==> config.mk <==
export PLATFORM = sky130hd
export DESIGN_NAME = nibble_block_cipher_64_top
export DESIGN_NICKNAME = d
export VERILOG_FILES = /design/src/rtl/core/nbc64_pkg.sv /design/src/rtl/core/nbc64_dp.sv /design/src/rtl/core/nbc64_ctrl.sv /design/src/rtl/core/nibble_block_cipher_64_top.sv
export SDC_FILE = /design/constraint.sdc
export NUM_CORES = 1
export LEC_CHECK = 0
export ABC_CLOCK_PERIOD_IN_PS = 13370
export BUFFER_PORTS_ARGS = -buffer_cell sky130_fd_sc_hd__buf_4
export CORE_MARGIN = 4
export CORE_UTILIZATION = 49
export DETAILED_ROUTE_END_ITERATION = 8
export PLACE_DENSITY = 0.76
export SLEW_MARGIN = 40
export SYNTH_ARGS = -nofsm -noshare
export SYNTH_HDL_FRONTEND = slang
export SYNTH_SLANG_ARGS = --single-unit
export TNS_END_PERCENT = 30
==> constraint.sdc <==
create_clock -name clk_i -period 13.37 [get_ports clk_i]
set_input_delay 2.0055 -clock clk_i [delete_from_list [all_inputs] [get_ports clk_i]]
set_output_delay 2.0055 -clock clk_i [all_outputs]
set_load 0.02 [all_outputs]
==> src/rtl/core/nbc64_pkg.sv <==
// ----------------------------------------------------------------------------
// nbc64_pkg
// Types, constants and round functions for the 64-bit nibble block cipher.
// ----------------------------------------------------------------------------
`default_nettype none

package nbc64_pkg;

  localparam int unsigned BlockW  = 64;
  localparam int unsigned RoundW  = 6;
  localparam int unsigned NibbleN = 16;

  localparam logic [BlockW-1:0] RoundConst = 64'h3;
  localparam logic [BlockW-1:0] KeyAddMask = 64'hFFFF_FFFF_0000_0000;

  localparam logic [3:0] FwdSbox [NibbleN] = '{
    4'h2, 4'h4, 4'h5, 4'h6, 4'h1, 4'hA, 4'hF, 4'h3,
    4'hB, 4'hE, 4'h0, 4'h7, 4'h9, 4'h8, 4'hC, 4'hD
  };

  localparam logic [3:0] InvSbox [NibbleN] = '{
    4'hA, 4'h4, 4'h0, 4'h7, 4'h1, 4'h2, 4'h3, 4'hB,
    4'hD, 4'hC, 4'h5, 4'h8, 4'hE, 4'hF, 4'h9, 4'h6
  };

  typedef enum logic [1:0] {
    ST_IDLE,
    ST_KEY,
    ST_ROUND,
    ST_DONE
  } nbc64_state_e;

  typedef struct packed {
    logic load;
    logic key_fwd;
    logic round;
  } nbc64_cmd_t;

  function automatic logic [BlockW-1:0] sub_fwd(input logic [BlockW-1:0] v);
    logic [BlockW-1:0] r;
    r = '0;
    for (int k = 0; k < NibbleN; k++) begin
      r[4*k +: 4] = FwdSbox[v[4*k +: 4]];
    end
    return r;
  endfunction

  function automatic logic [BlockW-1:0] sub_inv(input logic [BlockW-1:0] v);
    logic [BlockW-1:0] r;
    r = '0;
    for (int k = 0; k < NibbleN; k++) begin
      r[4*k +: 4] = InvSbox[v[4*k +: 4]];
    end
    return r;
  endfunction

  function automatic logic [BlockW-1:0] mix_fwd(input logic [BlockW-1:0] v);
    logic [3:0] a [NibbleN];
    logic [3:0] b [NibbleN];
    logic [BlockW-1:0] r;
    r = '0;
    for (int k = 0; k < NibbleN; k++) begin
      a[k] = v[4*k +: 4];
    end
    for (int i = 0; i < 4; i++) begin
      b[i+12] = a[i+12] ^ a[((i+2) & 3) + 4];
      b[i+8]  = a[((i+3) & 3) + 8] ^ a[((i+2) & 3) + 4];
      b[i+4]  = a[i+12] ^ a[(i+1) & 3];
      b[i]    = a[((i+2) & 3) + 4];
    end
    for (int k = 0; k < NibbleN; k++) begin
      r[4*k +: 4] = b[k];
    end
    return r;
  endfunction

  function automatic logic [BlockW-1:0] mix_inv(input logic [BlockW-1:0] v);
    logic [3:0] a [NibbleN];
    logic [3:0] b [NibbleN];
    logic [BlockW-1:0] r;
    r = '0;
    for (int k = 0; k < NibbleN; k++) begin
      a[k] = v[4*k +: 4];
    end
    for (int i = 0; i < 4; i++) begin
      b[i+12]              = a[i+12] ^ a[i];
      b[((i+3) & 3) + 8]   = a[i+8] ^ a[i];
      b[((i+2) & 3) + 4]   = a[i];
      b[(i+1) & 3]         = a[i+12] ^ a[i+4] ^ a[i];
    end
    for (int k = 0; k < NibbleN; k++) begin
      r[4*k +: 4] = b[k];
    end
    return r;
  endfunction

  function automatic logic [BlockW-1:0] key_next(input logic [BlockW-1:0] k);
    logic [BlockW-1:0] t;
    t = k ^ RoundConst;
    return {t[15:0], t[63:16]};
  endfunction

  function automatic logic [BlockW-1:0] key_prev(input logic [BlockW-1:0] k);
    return {k[47:0], k[63:48]} ^ RoundConst;
  endfunction

endpackage

`default_nettype wire

==> src/rtl/core/nbc64_dp.sv <==
// ----------------------------------------------------------------------------
// nbc64_dp
// Datapath: block and key regs, one cipher round per cycle of cmd_i.round.
// ----------------------------------------------------------------------------
`default_nettype none

module nbc64_dp import nbc64_pkg::*; (
  input  wire logic              clk_i,
  input  wire nbc64_cmd_t        cmd_i,
  input  wire logic              mode_i,
  input  wire logic [BlockW-1:0] block_in_i,
  input  wire logic [BlockW-1:0] cipher_key_i,
  output logic      [BlockW-1:0] block_o
);

  logic [BlockW-1:0] block_q, block_d;
  logic [BlockW-1:0] key_q, key_d;
  logic              dec_q, dec_d;
  logic [BlockW-1:0] key_back;

  always_comb begin
    block_d  = block_q;
    key_d    = key_q;
    dec_d    = dec_q;
    key_back = key_prev(key_q);
    if (cmd_i.load) begin
      block_d = block_in_i;
      key_d   = cipher_key_i;
      dec_d   = mode_i;
    end else if (cmd_i.key_fwd) begin
      key_d = key_next(key_q);
    end else if (cmd_i.round) begin
      if (dec_q) begin
        block_d = sub_inv(mix_inv(block_q)) ^ (key_back & KeyAddMask);
        key_d   = key_back;
      end else begin
        block_d = mix_fwd(sub_fwd(block_q ^ (key_q & KeyAddMask)));
        key_d   = key_next(key_q);
      end
    end
  end

  always_ff @(posedge clk_i) begin
    block_q <= block_d;
    key_q   <= key_d;
    dec_q   <= dec_d;
  end

  assign block_o = block_q;

endmodule

`default_nettype wire

==> src/rtl/core/nbc64_ctrl.sv <==
// ----------------------------------------------------------------------------
// nbc64_ctrl
// Controller: sequences key advance and cipher rounds and counts them.
// ----------------------------------------------------------------------------
`default_nettype none

module nbc64_ctrl import nbc64_pkg::*; #(
  parameter int unsigned MAX_ROUNDS = 32
) (
  input  wire logic              clk_i,
  input  wire logic              rst_ni,
  input  wire logic              start_i,
  input  wire logic              mode_i,
  input  wire logic [RoundW-1:0] round_count_i,
  output nbc64_cmd_t             cmd_o,
  output logic                   busy_o,
  output logic                   done_o
);

  localparam int unsigned CntW = $clog2(MAX_ROUNDS + 1);
  localparam logic [RoundW-1:0] MaxRounds = RoundW'(MAX_ROUNDS);

  nbc64_state_e state_q, state_d;
  logic [CntW-1:0] cnt_q, cnt_d;
  logic [CntW-1:0] nrnd_q, nrnd_d;
  logic [RoundW-1:0] rounds_sat;
  logic [CntW-1:0] rounds;

  always_comb begin
    rounds_sat = (round_count_i > MaxRounds) ? MaxRounds : round_count_i;
    rounds     = rounds_sat[CntW-1:0];
  end

  always_comb begin
    state_d = state_q;
    cnt_d   = cnt_q;
    nrnd_d  = nrnd_q;
    cmd_o   = '0;
    busy_o  = 1'b1;
    done_o  = 1'b0;
    case (state_q)
      ST_IDLE: begin
        busy_o = 1'b0;
        if (start_i) begin
          cmd_o.load = 1'b1;
          cnt_d      = rounds;
          nrnd_d     = rounds;
          if (rounds == '0) begin
            state_d = ST_DONE;
          end else if (mode_i) begin
            state_d = ST_KEY;
          end else begin
            state_d = ST_ROUND;
          end
        end
      end
      ST_KEY: begin
        cmd_o.key_fwd = 1'b1;
        if (cnt_q == CntW'(1)) begin
          cnt_d   = nrnd_q;
          state_d = ST_ROUND;
        end else begin
          cnt_d = cnt_q - CntW'(1);
        end
      end
      ST_ROUND: begin
        cmd_o.round = 1'b1;
        cnt_d       = cnt_q - CntW'(1);
        if (cnt_q == CntW'(1)) begin
          state_d = ST_DONE;
        end
      end
      ST_DONE: begin
        done_o  = 1'b1;
        state_d = ST_IDLE;
      end
      default: begin
        state_d = ST_IDLE;
      end
    endcase
  end

  always_ff @(posedge clk_i or negedge rst_ni) begin
    if (!rst_ni) begin
      state_q <= ST_IDLE;
      cnt_q   <= '0;
      nrnd_q  <= '0;
    end else begin
      state_q <= state_d;
      cnt_q   <= cnt_d;
      nrnd_q  <= nrnd_d;
    end
  end

endmodule

`default_nettype wire

==> src/rtl/core/nibble_block_cipher_64_top.sv <==
// ----------------------------------------------------------------------------
// nibble_block_cipher_64_top
// 64-bit nibble block cipher with APB round-count register.
// ----------------------------------------------------------------------------
// The done_o beat follows the accepted start beat after n cipher rounds for
// encryption, and after n key advances and then n rounds for decryption, where
// n is round_count saturated to MAX_ROUNDS. The single round unit does one
// round or one key advance per cycle. A new block is taken in the cycle after
// done_o. Reset returns the controller to idle and round_count to four.
`default_nettype none

module nibble_block_cipher_64_top import nbc64_pkg::*; #(
  parameter int unsigned MAX_ROUNDS = 32
) (
  input  wire logic              clk_i,
  input  wire logic              rst_ni,
  input  wire logic              psel,
  input  wire logic              penable,
  input  wire logic              pwrite,
  input  wire logic [2:0]        paddr,
  input  wire logic [31:0]       pwdata,
  output logic      [31:0]       prdata,
  output logic                   pready,
  input  wire logic              start,
  output logic                   busy,
  input  wire logic              mode_i,
  input  wire logic [BlockW-1:0] block_in_i,
  input  wire logic [BlockW-1:0] cipher_key_i,
  output logic                   done_o,
  output logic      [BlockW-1:0] block_out_o
);

  logic [RoundW-1:0] round_count_q, round_count_d;
  logic              reg_hit;
  nbc64_cmd_t        cmd;

  assign pready  = 1'b1;
  assign reg_hit = (paddr[2] == 1'b0);

  always_comb begin
    round_count_d = round_count_q;
    if (psel && penable && pwrite && reg_hit) begin
      round_count_d = pwdata[RoundW-1:0];
    end
  end

  always_comb begin
    prdata = '0;
    if (reg_hit) begin
      prdata = {{(32-RoundW){1'b0}}, round_count_q};
    end
  end

  always_ff @(posedge clk_i or negedge rst_ni) begin
    if (!rst_ni) begin
      round_count_q <= RoundW'(4);
    end else begin
      round_count_q <= round_count_d;
    end
  end

  nbc64_ctrl #(
    .MAX_ROUNDS(MAX_ROUNDS)
  ) u_ctrl (
    .clk_i,
    .rst_ni,
    .start_i       (start),
    .mode_i,
    .round_count_i (round_count_q),
    .cmd_o         (cmd),
    .busy_o        (busy),
    .done_o
  );

  nbc64_dp u_dp (
    .clk_i,
    .cmd_i        (cmd),
    .mode_i,
    .block_in_i,
    .cipher_key_i,
    .block_o      (block_out_o)
  );

endmodule

`default_nettype wire

# --- Word-level counts from Yosys, hierarchy flattened ---
# Memories as Yosys holds them, arrays and structs flattened.
# Cells that the tools add are included.
op_classes:
  n_eq_ne: 8
  magnitude_cmp: 33
  n_reduce_logical: 12
  bitwise: 65
  mux: 89
  add_sub_neg: 1
op_table:
  columns: ["op", "count"]
  rows:
  - ["two-way mux 64 bit", 8]
  - ["two-way mux 4 bit", 64]
  - ["greater-or-equal comparator 5 bit, second input constant", 32]
  - ["inverter 4 -> 5 bit", 32]
  - ["bitwise XOR 64 bit", 2]
  - ["bitwise XOR 4 bit", 28]
  - ["two-way mux 6 bit", 4]
  - ["case mux 6 bit (3 select lines)", 1]
  - ["two-way mux 2 bit", 5]
  - ["case mux 2 bit (4 select lines)", 1]
  - ["equality test 6 x 1 -> 1 bit, second input constant", 1]
  - ["greater-than comparator 6 bit, second input constant", 1]
  - ["logical NOT 6 bit", 1]
  - ["two-way mux 1 bit", 6]
  - ["inequality test 2 x 1 -> 1 bit, second input constant", 3]
  - ["AND reduction 2 bit", 3]
  - ["nonzero test 3 bit", 2]
  - ["subtractor 6 x 1 -> 6 bit, second input constant", 1]
  - ["equality test 2 bit, second input constant", 2]
  - ["inverter 2 bit", 2]
  - ["logical AND 1 bit", 3]
  - ["AND reduction 3 bit", 1]
  - ["equality test 2 x 1 -> 1 bit, second input constant", 1]
  - ["logical NOT 2 bit", 1]
  - ["other kinds (3)", 3]
word_totals:
  register_bits: 149
  wordCells: 247
  out_inout_bits: 99
  rom_bits: 2048
  mem_count: 32
  in_bits: 170
mem_list:
  columns: ["memory", "words", "word_bits", "rd", "rd_clocked_by_memory_dff", "write_ports", "line", "source"]
  rows:
  - ["(no name shown)", 16, 4, 1, 0, 0, "nbc64_pkg.sv:52", "r[4*k +: 4] = InvSbox[v[4*k +: 4]];"]
  - ["(no name shown)", 16, 4, 1, 0, 0, "nbc64_pkg.sv:52", null]
  - ["(no name shown)", 16, 4, 1, 0, 0, "nbc64_pkg.sv:52", null]
  - ["(no name shown)", 16, 4, 1, 0, 0, "nbc64_pkg.sv:52", null]
  - ["(no name shown)", 16, 4, 1, 0, 0, "nbc64_pkg.sv:52", null]
  - ["(no name shown)", 16, 4, 1, 0, 0, "nbc64_pkg.sv:52", null]
  - ["26 more memories", null, null, null, null, null, null, null]

# --- Logic depth before layout (Yosys ltp) ---
depth:
  word_depth: 11
  depth_mapped: 9
  depth_no_buf: 9

# --- Modules after synthesis ---
# Synthesis repeated with hierarchy kept, for this count alone.
unflattened:
  hier_cells: 1544
  area_unflattened_um2: 14281.2
by_module_without_submodules:
  columns: ["mod", "instances", "area_each_um2", "cells_each", "seq_area_each_um2"]
  rows:
  - ["nbc64_dp", 1, 12712.2, 1372, 3873.7]
  - ["nbc64_ctrl", 1, 1063.5, 124, 350.3]
  - ["nibble_block_cipher_64_top", 1, 505.5, 48, 151.4]

# --- Worst setup path after synthesis ---
# OpenSTA, ideal clock, no wires.
synth_timing:
  path_type: "in2reg"
  start: "in start"
  end: "reg u_dp.block_q[0], in the netlist u_dp.block_o[0], enable pin"
  t_required_ps: 12863
  n_path_buf: 2
  slack_ps: 7147
  stages: 4
  setup_ps: 507
  t_arrival_ps: 5716
  cell_sequence: "nand2_1 > clkbuf_1 > clkbuf_1 > a21oi_1"
synth_via:
  elab_chain_cells: 4
  word_cells_on_any_way: 5
  classes_between: "eq/ne (1); mux (2); reduce/logical (2)"
synth_lines:
  columns: ["element", "line", "source"]
  rows:
  - ["start, declared", "nibble_block_cipher_64_top.sv:24", "input wire logic start,"]
  - ["two-way mux 1 bit *", "nbc64_ctrl.sv:44", "if (start_i) begin"]
  - ["two-way mux 1 bit *", "nbc64_ctrl.sv:41", "case (state_q)"]
  - ["inequality test 2 x 1 -> 1 bit (no line) / nonzero test 2 bit (equally long branches)", null, null]
  - ["AND reduction 2 bit (no line) *", null, null]
  - ["end signal, assigned", "nbc64_dp.sv:44", "block_q <= block_d;"]
  - ["end, declared", "nbc64_dp.sv:16", "logic [BlockW-1:0] block_q, block_d;"]
# Every way passes the cells marked *; elsewhere a longest branch is shown, timed or not.
# A chain may end at the register's enable or synchronous reset.

# --- Worst setup path in the final report ---
layout_timing:
  start: "in paddr[2]"
  end: "out prdata[1]"
layout_via:
  elab_chain_cells: 1
layout_lines:
  columns: ["element", "line", "source"]
  rows:
  - ["start, declared", "nibble_block_cipher_64_top.sv:20", "input wire logic [2:0] paddr,"]
  - ["two-way mux 6 bit", "nibble_block_cipher_64_top.sv:49", "if (reg_hit) begin"]
  - ["end, declared", "nibble_block_cipher_64_top.sv:22", "output logic [31:0] prdata,"]
# Every way passes these cells.

==> results.txt <==
For the finished layout, the period the worst path requires is 4.44 ns. The half-perimeter wire length of the detailed placement result was 32000 µm. The remaining antenna violation count is 0, and the post-detailed-routing wire length is 43600 µm. The min-delay analysis places its worst path in the category reg -> reg. The run gives 269 as the total I/O pin count.

The total count of max-transition violations in the final report came out at 0. For this run, the leading register cell type out of synthesis is sky130_fd_sc_hd__edfxtp_1. The synthesized netlist contains 61 unique library cells. The fraction of layout instances using a drive strength above 1 is 17.4%. The logs give 149 for the total number of clock tree sinks and 2 for the maximum number of buffers from clock root to sink. In this run the mean area of a mapped cell was 8.75 µm².

Yosys attributes the largest share of cell area to sky130_fd_sc_hd__edfxtp_1 (28%), sky130_fd_sc_hd__ha_1 (13%), sky130_fd_sc_hd__nand2_1 (6.6%). In this run the worst path has a maximum fanout of 7. Entering global routing, the biggest net connects 97 pins. The clock latency on the worst-skew pair is 0.44 ns, and the length of the first detailed-routing pass in iterations is 6. The die span in y is 176 µm.

Of the total synthesized cell area, the portion taken by XOR and XNOR cells is 12.0%. The CTS H-tree depth came out at 4. Summing all flip-flop and latch instances after layout gives 4380 µm². The tools report the total global routing track utilization as 27.1%. The DRC violation count after routing is 0. Mean routed wirelength per cell: 20.3 µm. The die covers 31100 µm².

Dividing the detail-routed via count by the number of cells gives 5.81. The flip-flop and latch count after synthesis works out to 149. The simple logic cell fraction of the synthesized area is 13.4%, and the peak per-stage delay on the critical path is 0.16 ns.

Portion of the clock cycle consumed by the worst path in the final layout: 33.2%. The total met3 wirelength after detailed routing was 5020 µm; the post-synthesis instance area was 13900 µm². The run gives 8810 µm² as the area of the multi-input gates. The synthesized instance count is 1588. In the synthesized netlist, the cells that appear most often are sky130_fd_sc_hd__nand2_1 (244), sky130_fd_sc_hd__ha_1 (145), sky130_fd_sc_hd__nor2_1 (131). The highest layer touched by signal routing is met4.

In this run the horizontal extent of the chip is 176 µm. The number of fill cells in the layout was 2449. For the pin with the worst max-slew slack, the measured transition is 0.886 ns. The first routing iteration left 1356 violations. Placeable core region: 27900 µm².

The flow ran to the end, and the final reports show no timing, DRC or antenna violations. 0 antenna diodes ended up in the layout. The setup path with the least slack is of type in -> out. The total via count in the routed design came out at 12472.

After synthesis, the largest family of logic cells by area is compound AO/OA/AOI/OAI gates. For the setup skew after layout, the log shows 0.0175 ns. For the via count of the first global-routing pass, the log shows 11866. In the detailed route, the total length drawn on met2 is 19300 µm. Counting flops with an async set or reset pin after synthesis yields a share of 13.4%. STA puts the critical path data required time at 11.36 ns. The remaining global-route overflow came out at 0. The first global-routing pass estimated 65400 µm of wire.

The number of port buffers was 213; the number of buffers created by CTS was 17. The share of synthesized area in the top cell type comes to 27.9%. By instance count, the cell type seen most on the critical path is sky130_fd_sc_hd__buf_4. Counting both buffers and inverters, the worst setup path holds a total of 2.

TritonCTS built the clock tree. During synthesis, Yosys emitted a total of 0 warnings. Compared with the post-synthesis result, the final layout area differs by 17.3%. Adding up every negative setup slack in the final design gives 0 ns.

Category of the worst setup path launch point: an input pin. Among cell families on the critical path, the largest total delay comes from buffers and inverters. Setup violations remaining at the end of the flow were counted as 0.

The run gives 0 as the post-cts gate resize count. Post-CTS timing repair inserted 0 buffers for setup. Number of synthesized flops with an enable pin: 129. The synthesized-area fraction occupied by adder cells is 13.1%.

Setup repair after global routing left no endpoint under its margin. The worst pin sits at a relative slew slack of 40.3%. The detailed-route wire length on metal 1 is 17400 µm. Number of placement rows: 61.

After the last flow step, the layout net total stands at 2070. The clock slew seen by the registers of the worst setup and hold paths works out to 0.07 ns. Traced cell by cell, the critical path runs through buf_4 > nor2b_1 > buf_4. Summing the sequential cell areas from Yosys gives 31.5% of the chip area. Most numerous cell in the Yosys netlist: sky130_fd_sc_hd__nand2_1.

The congestion estimate from routability-driven global placement came to 0.926. Once the floorplan was initialized, standard cells occupied 49.9% of the core. Clock tree synthesis selected as its root buffer the cell sky130_fd_sc_hd__clkbuf_16. The data arrival time of the worst path is 2.44 ns. The hold violation total from the final report was 0; the post-synthesis mux area share was 7.01%. The slowest stage of the critical path belongs to the cell sky130_fd_sc_hd__buf_4.

Maximum clock frequency: 225 MHz. The most area-hungry cell type in the Yosys netlist was sky130_fd_sc_hd__edfxtp_1. The category of the worst setup path capture point was an output port.

The number of antenna violations at the first check in global routing was 0. Across the run, the number of max-cap violations was 0. Buffers inserted to repair hold after CTS numbered 0. Synthesized-area fraction occupied by ao, oa, aoi and oai cells: 16.8%.
[kinds of logic after synthesis]
family	Yosys count
simple gates	452
compound gates	388
buf+inv	194
xor+xnor	173
flops	149
fa+ha+maj	145
mux	85
other cells	2
[per-stage QoR]
stage / hold slack (ns) / setup slack [ns] / util, % / cells / cell area, µm²
floorplan: 0.450 / 7.15 / - / 1613 / 14000
global placement: 0.470 / 8.86 / 56.3 / 2114 / 15700
detailed placement: 0.480 / 8.94 / 56.3 / 2114 / 15700
CTS: 0.498 / 8.94 / 58.5 / 2146 / 16300
global route: 0.518 / 8.90 / 58.5 / 2146 / 16300
finish: 0.497 / 8.93 / 58.5 / 2146 / 16300
[final timing paths]
path                       depth (start not counted)                to              from  slack [ns]
max                                                3         prdata[1]          paddr[2]        8.93
min                                                2  u_ctrl.nrnd_q[2]  u_ctrl.nrnd_q[2]        0.50
max reg2reg                                        8  u_dp.block_o[10]   u_dp.block_o[4]       10.13
min reg2reg                                        2  u_ctrl.nrnd_q[2]  u_ctrl.nrnd_q[2]        0.50
max in group asynchronous                          1  round_count_q[2]            rst_ni       11.65
min in group asynchronous                          1  u_ctrl.nrnd_q[1]            rst_ni        1.44
[area by class of cell]
type | count | share of cell area [%]
Tap cell | 378 | 2.90
Inverter | 92 | 2.12
Multi-Input combinational cell | 1270 | 54.0
Clock inverter | 15 | 1.10
Sequential cell | 149 | 26.8
Timing Repair Buffer | 225 | 10.4
Clock buffer | 17 | 2.61
[worst register-to-register path: cells and delay by family, from the launching register on]
family          cells  cell delay [ns]
compound gates      3             0.83
xor+xnor            2             1.07
fa+ha+maj           1             0.18
buf+inv             1             0.21
flops               1             0.63
simple gates        1             0.05
[routing by layer]
layer | track usage, % | vias up
met5 | 0 | -
met1 | 37.0 | 5801
met2 | 42.2 | 718
met4 | 11.4 | 0
li1 | - | 5839
met3 | 5.42 | 114
[state kept, by name, indices dropped and copies added, names as in the netlist]
register	count
u_dp.key_q	64
round_count_q	6
u_dp.dec_q	1
u_dp.block_o	64
u_ctrl.cnt_q	6
u_ctrl.nrnd_q	6
u_ctrl.state_q	2
[layout by cell type, fill, tap and decap left out, drive strengths merged, types with 5 or more instances in the layout]
cell type,n
ha,145
buf,225
clkinv,7
a21oi,73
conb,27
clkbuf,17
nand2,244
a32oi,5
a211o,5
nor2b,7
a31oi,81
mux2,13
mux2i,64
o221ai,8
nand3,8
nor2,131
nor3b,6
o211ai,15
inv,98
xor2,77
nand2b,17
a21o,9
o21ai,123
a22oi,7
edfxtp,129
xnor2,96
nor3,25
a211oi,14
dfrtp,19
mux4,8
o22ai,22
Power is not shown: default switching activity piles up to over one toggle a cycle in this logic, so the estimate is an artifact.
